### src/rtl/core/sft_pkg.sv
`timescale 1ns / 1ps
// ----------------------------------------------------------------------------
// sft_pkg: shared types and constants for the sparse fast transpose
// Field widths, fixed matrix bounds, the entry record held by each cell,
// the per-cycle chain control and the control state encoding.
// ----------------------------------------------------------------------------
package sft_pkg;

  localparam int ROW_W = 4;
  localparam int COL_W = 4;
  localparam int VAL_W = 32;
  localparam int CFG_W = 5;

  // Source matrix bounds; rows or columns at or above these are dropped.
  localparam int MAX_COLUMNS = 16;
  localparam int MAX_ROWS    = 16;

  localparam logic [CFG_W-1:0] COLUMN_COUNT_RST = CFG_W'(16);

  typedef struct packed {
    logic [COL_W-1:0]        col;
    logic [ROW_W-1:0]        row;
    logic signed [VAL_W-1:0] value;
  } entry_t;

  // Chain control broadcast to every cell.
  typedef struct packed {
    logic insert;  // place the new entry at its sorted position
    logic shift;   // move every entry one cell toward the output
  } chain_ctrl_t;

  typedef enum logic {
    ST_LOAD,
    ST_DRAIN
  } state_t;

endpackage

### src/rtl/core/sft_cell.sv
`timescale 1ns / 1ps
// ----------------------------------------------------------------------------
// sft_cell: one slot of the sorted insertion chain
// Holds one entry. On insert, entries whose column is above the new one
// move one slot away from the output and the first such slot takes the new
// entry, which keeps equal columns in arrival order. On shift, take the
// entry of the neighbor further from the output.
// ----------------------------------------------------------------------------
module sft_cell (
  input  logic                clk,
  input  logic                rst,
  input  sft_pkg::chain_ctrl_t ctrl,
  input  sft_pkg::entry_t     new_entry,
  input  logic                left_after,
  input  logic                left_valid,
  input  sft_pkg::entry_t     left_entry,
  input  logic                right_valid,
  input  sft_pkg::entry_t     right_entry,
  output logic                after,
  output logic                valid,
  output sft_pkg::entry_t     entry
);
  import sft_pkg::*;

  // This slot lies past the insertion point of the new entry.
  assign after = !valid || (entry.col > new_entry.col);

  always_ff @(posedge clk) begin
    if (rst) begin
      valid <= 1'b0;
    end else if (ctrl.insert) begin
      if (after) begin
        valid <= left_after ? left_valid : 1'b1;
      end
    end else if (ctrl.shift) begin
      valid <= right_valid;
    end
  end

  always_ff @(posedge clk) begin
    if (ctrl.insert) begin
      if (after) begin
        entry <= left_after ? left_entry : new_entry;
      end
    end else if (ctrl.shift) begin
      entry <= right_entry;
    end
  end

endmodule

### config.mk
export PLATFORM = sky130hd
export DESIGN_NAME = sft_cell
export DESIGN_NICKNAME = d
export VERILOG_FILES = /design/src/rtl/core/sft_pkg.sv /design/src/rtl/core/sft_cell.sv
export SDC_FILE = /design/constraint.sdc
export NUM_CORES = 1
export LEC_CHECK = 0
export ABC_CLOCK_PERIOD_IN_PS = 2140
export BUFFER_PORTS_ARGS = -buffer_cell sky130_fd_sc_hd__buf_2
export CORE_UTILIZATION = 40
export DETAILED_ROUTE_END_ITERATION = 10
export PLACE_DENSITY_LB_ADDON = 0.05
export SLEW_MARGIN = 5
export SYNTH_ARGS = -nofsm -noshare
export SYNTH_HDL_FRONTEND = slang
export SYNTH_SLANG_ARGS = --single-unit
### constraint.sdc
create_clock -name clk -period 2.14 [get_ports clk]
set_input_delay 0.214 -clock clk [delete_from_list [all_inputs] [get_ports clk]]
set_output_delay 0.214 -clock clk [all_outputs]
set_load 0.05 [all_outputs]
== Word-level counts from Yosys, hierarchy flattened ==
Index checks and enable logic that the tools add are counted.

* Register bits after elaboration: 41
* Output and inout port bits: 42
* Logic and storage cells: 18
* Input bits: 127

* Reductions and logical operators: 4
* Magnitude comparators: 1
* Muxes and demuxes: 8
* Equal/unequal tests: 1

{| class="wikitable"
|+ Operators by type and width
! operator !! number
|-
| $mux W40 || 4
|-
| $gt A4 B4 Y1 || 1
|-
| $mux W1 || 4
|-
| $ne A2 B1 Y1 const B || 1
|-
| $reduce_and A2 Y1 || 1
|-
| $reduce_bool A2 Y1 || 1
|-
| $logic_not A1 Y1 || 1
|-
| $logic_or A1 B1 Y1 || 1
|}

== Longest topological paths before layout ==
Gate-level depths: netlist (run 1).

* Depth in word-level cells: 4
* Depth in mapped cells: 6
* Depth with buffers taken out: 6

== Worst setup path after synthesis (run 1) ==
Ideal clock, no wire load.

* Path type: reg-to-reg
* From: reg entry[37] (netlist bit)
* To: reg entry[0] (netlist bit) (enable)
* Arrival time: 2124 ps
* Stages on the path, launching flop included: 6
* Period minus slack after synthesis: 2425 ps
* Required time: 1838 ps
* Library setup time: 302 ps
* Path buffers: 0
* Slack: -285 ps
* Cell sequence: edfxtp_1 > ha_1 > nor2b_4 > o2111ai_2 > nand3_2 > mux2_4

* Word-level cells in the longest chain between the ends: 4

{| class="wikitable"
|+ RTL lines
! what !! RTL line !! text
|-
| from (decl) || sft_cell.sv:21 || <nowiki>output sft_pkg::entry_t entry</nowiki>
|-
| from (signal assigned) || sft_cell.sv:43 || <nowiki>entry <= left_after ? left_entry : new_entry;</nowiki>
|-
| from (signal assigned) || sft_cell.sv:46 || <nowiki>entry <= right_entry;</nowiki>
|-
| $gt A4 B4 Y1 || sft_cell.sv:26 || <nowiki>assign after = !valid || (entry.col > new_entry.col);</nowiki>
|-
| $logic_or A1 B1 Y1 || sft_cell.sv:26 ||
|-
| via after || sft_cell.sv:19 || <nowiki>output logic after,</nowiki>
|-
| $ne A2 B1 Y1 (no source line) || - ||
|-
| $reduce_and A2 Y1 (no source line) || - ||
|}

The timed path passes the listed nets, and every way through them passes these cells.
A chain may end at the register's enable or synchronous reset.

== Worst setup path in the final report (run 1) ==
* From: reg entry[37] (netlist bit)
* To: reg entry[27] (netlist bit) (enable)

* Word-level cells in the longest chain between the ends: 4

{| class="wikitable"
|+ RTL lines
! what !! RTL line
|-
| $gt A4 B4 Y1 || sft_cell.sv:26
|-
| $logic_or A1 B1 Y1 || sft_cell.sv:26
|-
| $ne A2 B1 Y1 (no source line) || -
|-
| $reduce_and A2 Y1 (no source line) || -
|}

Every way passes these cells.

==> flow_summary.yaml, run 1 <==
outcome:
  status: "complete, no violations"
yosys:
  synth_area_leaders: "edfxtp_1, mux2i_1, a21oi_1"
  synthTopCellsByCount: "a21oi_1, nor2_1, edfxtp_1, mux2i_1, buf_2"
  syn-cell-area_sq_mm: 0.00221
  syn_inst: 195
  synth_top_cell_area_share: 0.543
  avgSynthCellArea_sq_um: 11.4
  ys.flop_type: "edfxtp_1"
  synth-edff-count: 40
  yosysSeqAreaShare: 0.552
  syn_nets: 326
  yosysWarnings: 0
  synth_seq_cells: 41
  synth_top_cell_by_area: "edfxtp_1"
  synthDistinctLibCells: 19
  synthArstFlopShare: 0
clocking:
  cts_made_buffers: 5
  cts_resized: 0
  cts-root-buf: "clkbuf_8"
  clk_path_buf_depth: 2
  postCtsSetupBuffers: 0
  clock-sinks: 41
  cts_tree: "yes"
  insertion_delay_ns: 0.29
  cts-hold-fix-buffers: 0
  cts.htree.levels: 2
  cts.clk_slew.worst_paths_ns: 0.07
setup_path:
  r2r-start: "entry[37]"
  path_max_fanout: 40
  cp_num_buf_inv: 0
  max_stage_delay_ns: 0.49
  startpoint: "entry[37]"
  cp-start-kind: "flop"
  crit_slowest_cell: "mux2_4"
  worst_setup_path_end_kind: "flop"
  cp_cell_sequence: "ha_4, nor2b_4, o2111ai_2, nand3_4, mux2_4"
  crit_arrival_ns: 1.91
  cp.required_ns: 2.07
  worstSetupPathType: "flop to flop"
  cp_top_family: "multiplexers"
floorplan:
  die-width_microns: 76.4
  num_rows: 26
  core-area_sq_mm: 0.00520
  initial_core_util: 0.425
  die-height_microns: 76.4
  dieArea_sq_mm: 0.00583
  pin_count: 169
global_route:
  grtUsageTotal: 0.182
  grt_pass1_vias: 1865
  antenna_found_initial: 0
  grt_max_degree: 42
  grt-ovfl-total: 0
  grt_pass1_wl_microns: 8330
place:
  globalplace.congestion: 0.702
  port_buffers: 168
  dp.final_hpwl_microns: 4160
  place_inst: 423
layout:
  diodes: 0
  fin_util: 0.620
  final_nets: 491
  final_cells: 431
  fillers: 475
  area_growth_syn_to_layout_pct: 45.7
  drive_above_1_share: 0.515
route:
  viasPerCell: 4.66
  routedWlPerCell_microns: 12.1
  drt-initial-drc-count: 71
  drtPass1Iterations: 4
  ant_nets: 0
  drcViolationCount: 0
  via_count: 2007
  drt_wl_total_microns: 5230
power:
  seqPwrFrac: 0.454
  power_leakage_nw: 1.59
  switchingPower_mw: 0.782
  sw_frac_of_total: 0.349
  total_power_mw: 2.24
  power.internal_mw: 1.46
  power_density_mw_per_mm2: 694
  pwr-share-comb: 0.334
  clkPwrFrac: 0.212
  peakVddDrop_mv: 0.312
flow_run:
  cap_violations: 0
sta:
  setup_viol: 0
  tns_ns: 0
  clock_skew_ns: 0.00890
  maxSlewHeadroom: 0.658
  post-route-period-util: 0.922
  min_period_ns: 1.97
  grt_setup_unrepaired: "false"
  tightestPinTransition_ns: 0.513
  drv_slew: 0
  hold_violations: 0
  fmax_mhz: 507
hold_path:
  hold_path_class: "input port to flop"
  min_from: "rst"
## area by class of cell
class | count | area [sq um] | area share
sequential | 41 | 1220 | 0.379
multi-input combinational | 136 | 936 | 0.290
timing repair buffer | 172 | 883 | 0.274
tap | 70 | 87.6 | 0.0272
clock buffer | 6 | 72.6 | 0.0225
inverter | 4 | 15.0 | 0.00465
clock inverter | 2 | 10.0 | 0.00310
## metal layers
metal	vias to the layer above	routed length, microns	global-route usage	part of all wire
met1	850	2080	0.196	0.40
met4	0	53	0.0519	0.010
met2	108	2520	0.322	0.48
met5	-	0	0	0
li1	1043	-	-	-
met3	6	581	0.0790	0.11
## kinds of logic after synthesis
family / Yosys count / synth area share
flops: 41 / 0.552
buf+inv: 18 / 0.0401
fa+ha+maj: 4 / 0.0226
mux: 41 / 0.188
compound gates: 45 / 0.111
simple gates: 46 / 0.0865
## state kept, by name, indices dropped and copies added, names as in the netlist
name	flops
entry	40
valid	1
## final timing paths
check               to  slack (ns)  depth (start not counted)
max          entry[27]        0.17                          5
min              valid        0.08                          2
max reg2reg  entry[27]        0.17                          5
min reg2reg      valid        0.51                          2
## worst register-to-register path: stages, from the launching register on
cell and delay (ns):
edfxtp_1 0.43, ha_4 0.30, nor2b_4 0.13, o2111ai_2 0.13
nand3_4 0.12, mux2_4 0.49
## per-stage QoR
stage | hold WS [ns] | setup slack [ns] | cell area (sq um)
finish | 0.0758 | 0.166 | 3230
global route | 0.0610 | 0.0454 | 3230
CTS | 0.0647 | 0.127 | 3230
detailed placement | 0.379 | 0.147 | 3140
global placement | 0.377 | 0.189 | 3140
floorplan | 0.287 | -0.133 | 2250
## cell usage in the layout, fill, tap and decap left out, types with 2 or more instances in the layout
| master | n |
|---|---|
| a21oi_1 | 41 |
| nand2_1 | 2 |
| clkinv_2 | 2 |
| clkbuf_8 | 5 |
| inv_1 | 4 |
| a211oi_1 | 2 |
| edfxtp_1 | 40 |
| mux2i_1 | 40 |
| ha_4 | 2 |
| nor2_1 | 41 |
| buf_4 | 3 |
| ha_1 | 2 |
| buf_2 | 168 |
## power by group through the flow
stage	sequential [mW]	combinational, mW	clock, mW
2_1_floorplan	1.34	0.212	0
3_3_place_gp	1.03	0.750	0
3_5_place_dp	1.04	0.756	0
4_1_cts	1.02	0.757	0.491
5_1_grt	1.02	0.801	0.514
6_report	1.02	0.747	0.475
No activity file was read; power rests on OpenSTA's default activity.
==> inputs of run 2 (changes only) <==
Settings changed: CELL_PAD_IN_SITES_DETAIL_PLACEMENT from default to 1, CELL_PAD_IN_SITES_GLOBAL_PLACEMENT from default to 2, CORE_UTILIZATION 40 to 22, RECOVER_POWER from default to 100.
==> flow_summary.yaml, run 2 (same netlist as run 1, synthesis figures left out) <==
power:
  power_leakage_nw: 1.47
  peakVddDrop_mv: 0.215
  power_density_mw_per_mm2: 695
  total_power_mw: 2.25
global_route:
  grt_pass1_wl_microns: 9240
  grtUsageMet3: 0.0479
  grt_busiest_layer: "met2"
  grt_max_degree: 83
  grt-ovfl-total: 0
  antenna_found_initial: 0
  grtUsageTotal: 0.118
  grtUsageMet1: 0.128
  grt_pass1_vias: 1922
  use_met2: 0.211
layout:
  fillers: 1203
  final_cell_mix: "buf_2, clkbuf_1, a21oi_1, nor2_1"
  drive_above_1_share: 0.398
  final_nets: 489
  area_growth_syn_to_layout_pct: 46.2
  multi_input_area_sq_um: 936
  ff_latch_area_sq_mm: 0.00122
  diodes: 0
  regMostFlops: "entry"
  final_common_cell: "buf_2"
  postLayoutCellArea_sq_mm: 0.00324
  largest_reg_flops: 40
  top_regs: "entry: 40 flops, valid: 1 flops"
place:
  globalplace.congestion: 0.675
  port_buffers: 168
  dpl_cell_area_sq_mm: 0.00322
  dp.final_hpwl_microns: 4950
setup_path:
  path_max_fanout: 40
  cp-start-kind: "flop"
  cp.required_ns: 2.07
  crit_arrival_ns: 1.95
  rrSetupSlack_ns: 0.12
  worst_setup_path_end_kind: "flop"
  worstSetupPathType: "flop to flop"
clocking:
  clock-sinks: 41
  cts_made_buffers: 5
  cts.clk_slew.worst_paths_ns: 0.08
  cts-root-buf: "clkbuf_8"
  insertion_delay_ns: 0.29
  cts-hold-fix-buffers: 0
  clk_path_buf_depth: 2
  cts_tree: "yes"
  cts.htree.levels: 2
  cts_resized: 0
  postCtsSetupBuffers: 0
route:
  viasPerCell: 4.17
  routedWlPerCell_microns: 13.3
  via_count: 2053
  drtPass1Iterations: 4
  drt_wl_total_microns: 6550
  drcViolationCount: 0
  ant_nets: 0
  drt-initial-drc-count: 25
flow_run:
  cap_violations: 0
floorplan:
  core-area_sq_mm: 0.00977
  initial_core_util: 0.226
  dieArea_sq_mm: 0.0105
  num_rows: 36
  die-width_microns: 102
  pin_count: 169
  die-height_microns: 102
sta:
  fmax_mhz: 494
  min_period_ns: 2.02
  tightestPinTransition_ns: 1.34
  grt_setup_unrepaired: "false"
  tns_ns: 0
  hold_violations: 0
  maxSlewHeadroom: 0.104
  drv_slew: 0
  setup_viol: 0
  post-route-period-util: 0.946
  clock_skew_ns: 0.00885
outcome:
  status: "complete, no violations"
hold_path:
  hold_path_class: "input port to flop"
==> run 2: worst paths after layout <==
| path | from | endpoint | cells after the start |
|---|---|---|---|
| max | entry[37] | entry[21] | 5 |
| min | rst | valid | 2 |
| min reg2reg | valid | valid | 2 |
| max reg2reg | entry[37] | entry[21] | 5 |
==> run 2: cell type report <==
type                            count  area share
Tap cell                          133      0.0514
Clock inverter                      2     0.00309
Inverter                            4     0.00464
Clock buffer                        6      0.0224
Timing Repair Buffer              170       0.252
Multi-Input combinational cell    136       0.289
Sequential cell                    41       0.377
==> run 2: routing by layer <==
| metal | vias to the layer above | part of all wire |
|---|---|---|
| li1 | 1038 | - |
| met1 | 914 | 0.41 |
| met2 | 99 | 0.48 |
| met3 | 2 | 0.11 |
| met4 | 0 | 0.0043 |
| met5 | - | 0 |
==> run 2: power breakdown <==
group / total (mW) / switching (mW) / internal, mW
Clock: 0.496 / 0.269 / 0.227
Sequential: 1.02 / 0.0265 / 0.993
Combinational: 0.734 / 0.520 / 0.215
==> run 2: critical path: stages (launching register included) <==
cell and delay, ns:
edfxtp_1 0.44, ha_4 0.30, nor2b_4 0.13, o2111ai_2 0.13, nand3_4 0.12, mux2_4 0.53
==> run 2: through the flow <==
step / cells / setup WS (ns) / hold WS, ns / utilization
2_1_floorplan: 195 / -0.133 / 0.287 / -
3_3_place_gp: 484 / 0.117 / 0.379 / 0.329
3_5_place_dp: 484 / 0.106 / 0.384 / 0.329
4_1_cts: 492 / 0.0847 / 0.0644 / 0.338
5_1_grt: 492 / 0.00399 / 0.0679 / 0.331
6_report: 492 / 0.116 / 0.0800 / 0.331
==> inputs of run 3 (changes only) <==
Settings changed: SETUP_SLACK_MARGIN from default to 0.2.
==> flow_summary.yaml, run 3 (same netlist as run 1, synthesis figures left out) <==
clocking:
  insertion_delay_ns: 0.29
  clk_path_buf_depth: 2
  postCtsSetupBuffers: 0
  cts.htree.levels: 2
  cts.clk_slew.worst_paths_ns: 0.08
  cts-root-buf: "clkbuf_8"
  clock-sinks: 41
  cts_tree: "yes"
  cts_made_buffers: 5
global_route:
  grt-ovfl-total: 0
  grtUsageTotal: 0.117
  grt_max_degree: 83
  grt_pass1_wl_microns: 9230
  antenna_found_initial: 0
  grt_pass1_vias: 1916
power:
  power_density_mw_per_mm2: 693
  peakVddDrop_mv: 0.215
  total_power_mw: 2.24
  power_leakage_nw: 1.47
outcome:
  status: "complete, no violations"
floorplan:
  num_rows: 36
  pin_count: 169
  core-area_sq_mm: 0.00977
  initial_core_util: 0.226
  dieArea_sq_mm: 0.0105
  die-width_microns: 102
  die-height_microns: 102
setup_path:
  worstSetupPathType: "flop to flop"
  crit_slowest_cell: "mux2_8"
  path_max_fanout: 40
  startpoint: "entry[37]"
  max_stage_delay_ns: 0.45
  worst-path-stages: 5
  crit_path_end: "entry[31]"
  ff2ff_path_depth: 5
  rrSetupSlack_ns: 0.20
  cp.required_ns: 2.14
  cp-start-kind: "flop"
  cp_top_family: "multiplexers"
  timing.rr.end: "entry[31]"
  cp_cell_sequence: "ha_4, nor2b_1, o2111ai_1, nand3_4, mux2_8"
  crit_arrival_ns: 1.94
  worst_setup_path_end_kind: "flop"
  r2r-start: "entry[37]"
  cp_num_buf_inv: 0
layout:
  area_growth_syn_to_layout_pct: 46.2
  top_regs: "entry: 40 flops, valid: 1 flops"
  final_cell_mix: "buf_2, clkbuf_1, a21oi_1, nor2_1"
  diodes: 0
  drive_above_1_share: 0.393
  final_nets: 489
  final_common_cell: "buf_2"
  largest_reg_flops: 40
  regMostFlops: "entry"
sta:
  clock_skew_ns: 0.0117
  post-route-period-util: 0.907
  min_period_ns: 1.94
  setup_viol: 0
  drv_slew: 0
  fmax_mhz: 515
  holdWs_ns: 0.0802
  maxSlewHeadroom: 0.109
  hold_violations: 0
  grt_setup_unrepaired: "true"
  tightestPinTransition_ns: 1.34
flow_run:
  cap_violations: 0
route:
  routedWlPerCell_microns: 13.3
  drt_wl_total_microns: 6530
  ant_nets: 0
  viasPerCell: 4.16
  drcViolationCount: 0
  drt-initial-drc-count: 27
  via_count: 2049
  drtPass1Iterations: 4
hold_path:
  hold_path_class: "input port to flop"
  min_from: "rst"
place:
  port_buffers: 168
  dp.final_hpwl_microns: 4950
  globalplace.congestion: 0.675
[run 3: changes by cell type in the layout (fill, tap and decap cells not counted), sizes merged]
| cell | before | now |
|---|---|---|
| buf | 128 | 127 |
| clkbuf | 48 | 49 |
[run 3: how the worst min path moves through the flow]
stage,to,depth (start not counted)
2_1_floorplan,valid,1
3_3_place_gp,valid,2
3_5_place_dp,valid,2
4_1_cts,valid,2
5_1_grt,valid,2
6_report,valid,2
[run 3: area by class of cell]
| type | instances | area, sq um |
|---|---|---|
| timing repair buffer | 170 | 817 |
| fill | 1207 | 6540 |
| sequential | 41 | 1220 |
| clock buffer | 6 | 72.6 |
| tap | 133 | 166 |
| multi-input combinational | 136 | 933 |
| clock inverter | 2 | 10.0 |
| inverter | 4 | 15.0 |
[run 3: worst reg2reg max path: stages (launching register included)]
cell	delay, ns
edfxtp_1	0.44
ha_4	0.24
nor2b_1	0.13
o2111ai_1	0.27
nand3_4	0.12
mux2_8	0.45
[run 3: layer usage]
| layer | vias up | routed length (microns) | track usage |
|---|---|---|---|
| li1 | 1039 | - | - |
| met1 | 909 | 2650 | 0.128 |
| met2 | 99 | 3170 | 0.211 |
| met3 | 2 | 683 | 0.0479 |
| met4 | 0 | 28 | 0.0297 |
| met5 | - | 0 | 0 |
[run 3: report_power, final]
part           internal [mW]  leakage, nW  switching (mW)
clock                  0.226       0.0450           0.267
sequential             0.992        0.402          0.0264
combinational          0.213         1.03           0.516
[run 3: metrics by stage]
step                       util  TNS [ns]  instances  setup WS [ns]  cell area (sq um)
after floorplan               -     -5.31        195         -0.133               2250
after global placement    0.329         0        484          0.117               3220
after detailed placement  0.329         0        484          0.106               3220
after CTS                 0.339         0        492          0.220               3310
after global routing      0.331         0        492          0.105               3240
final                     0.331         0        492          0.200               3240
[run 3: timing repair]
item	in CTS	in global routing
cloned	0	0
resized for setup	1	1
setup endpoints to repair	40	17
hold endpoints to repair	0	0
hold buffers	0	0
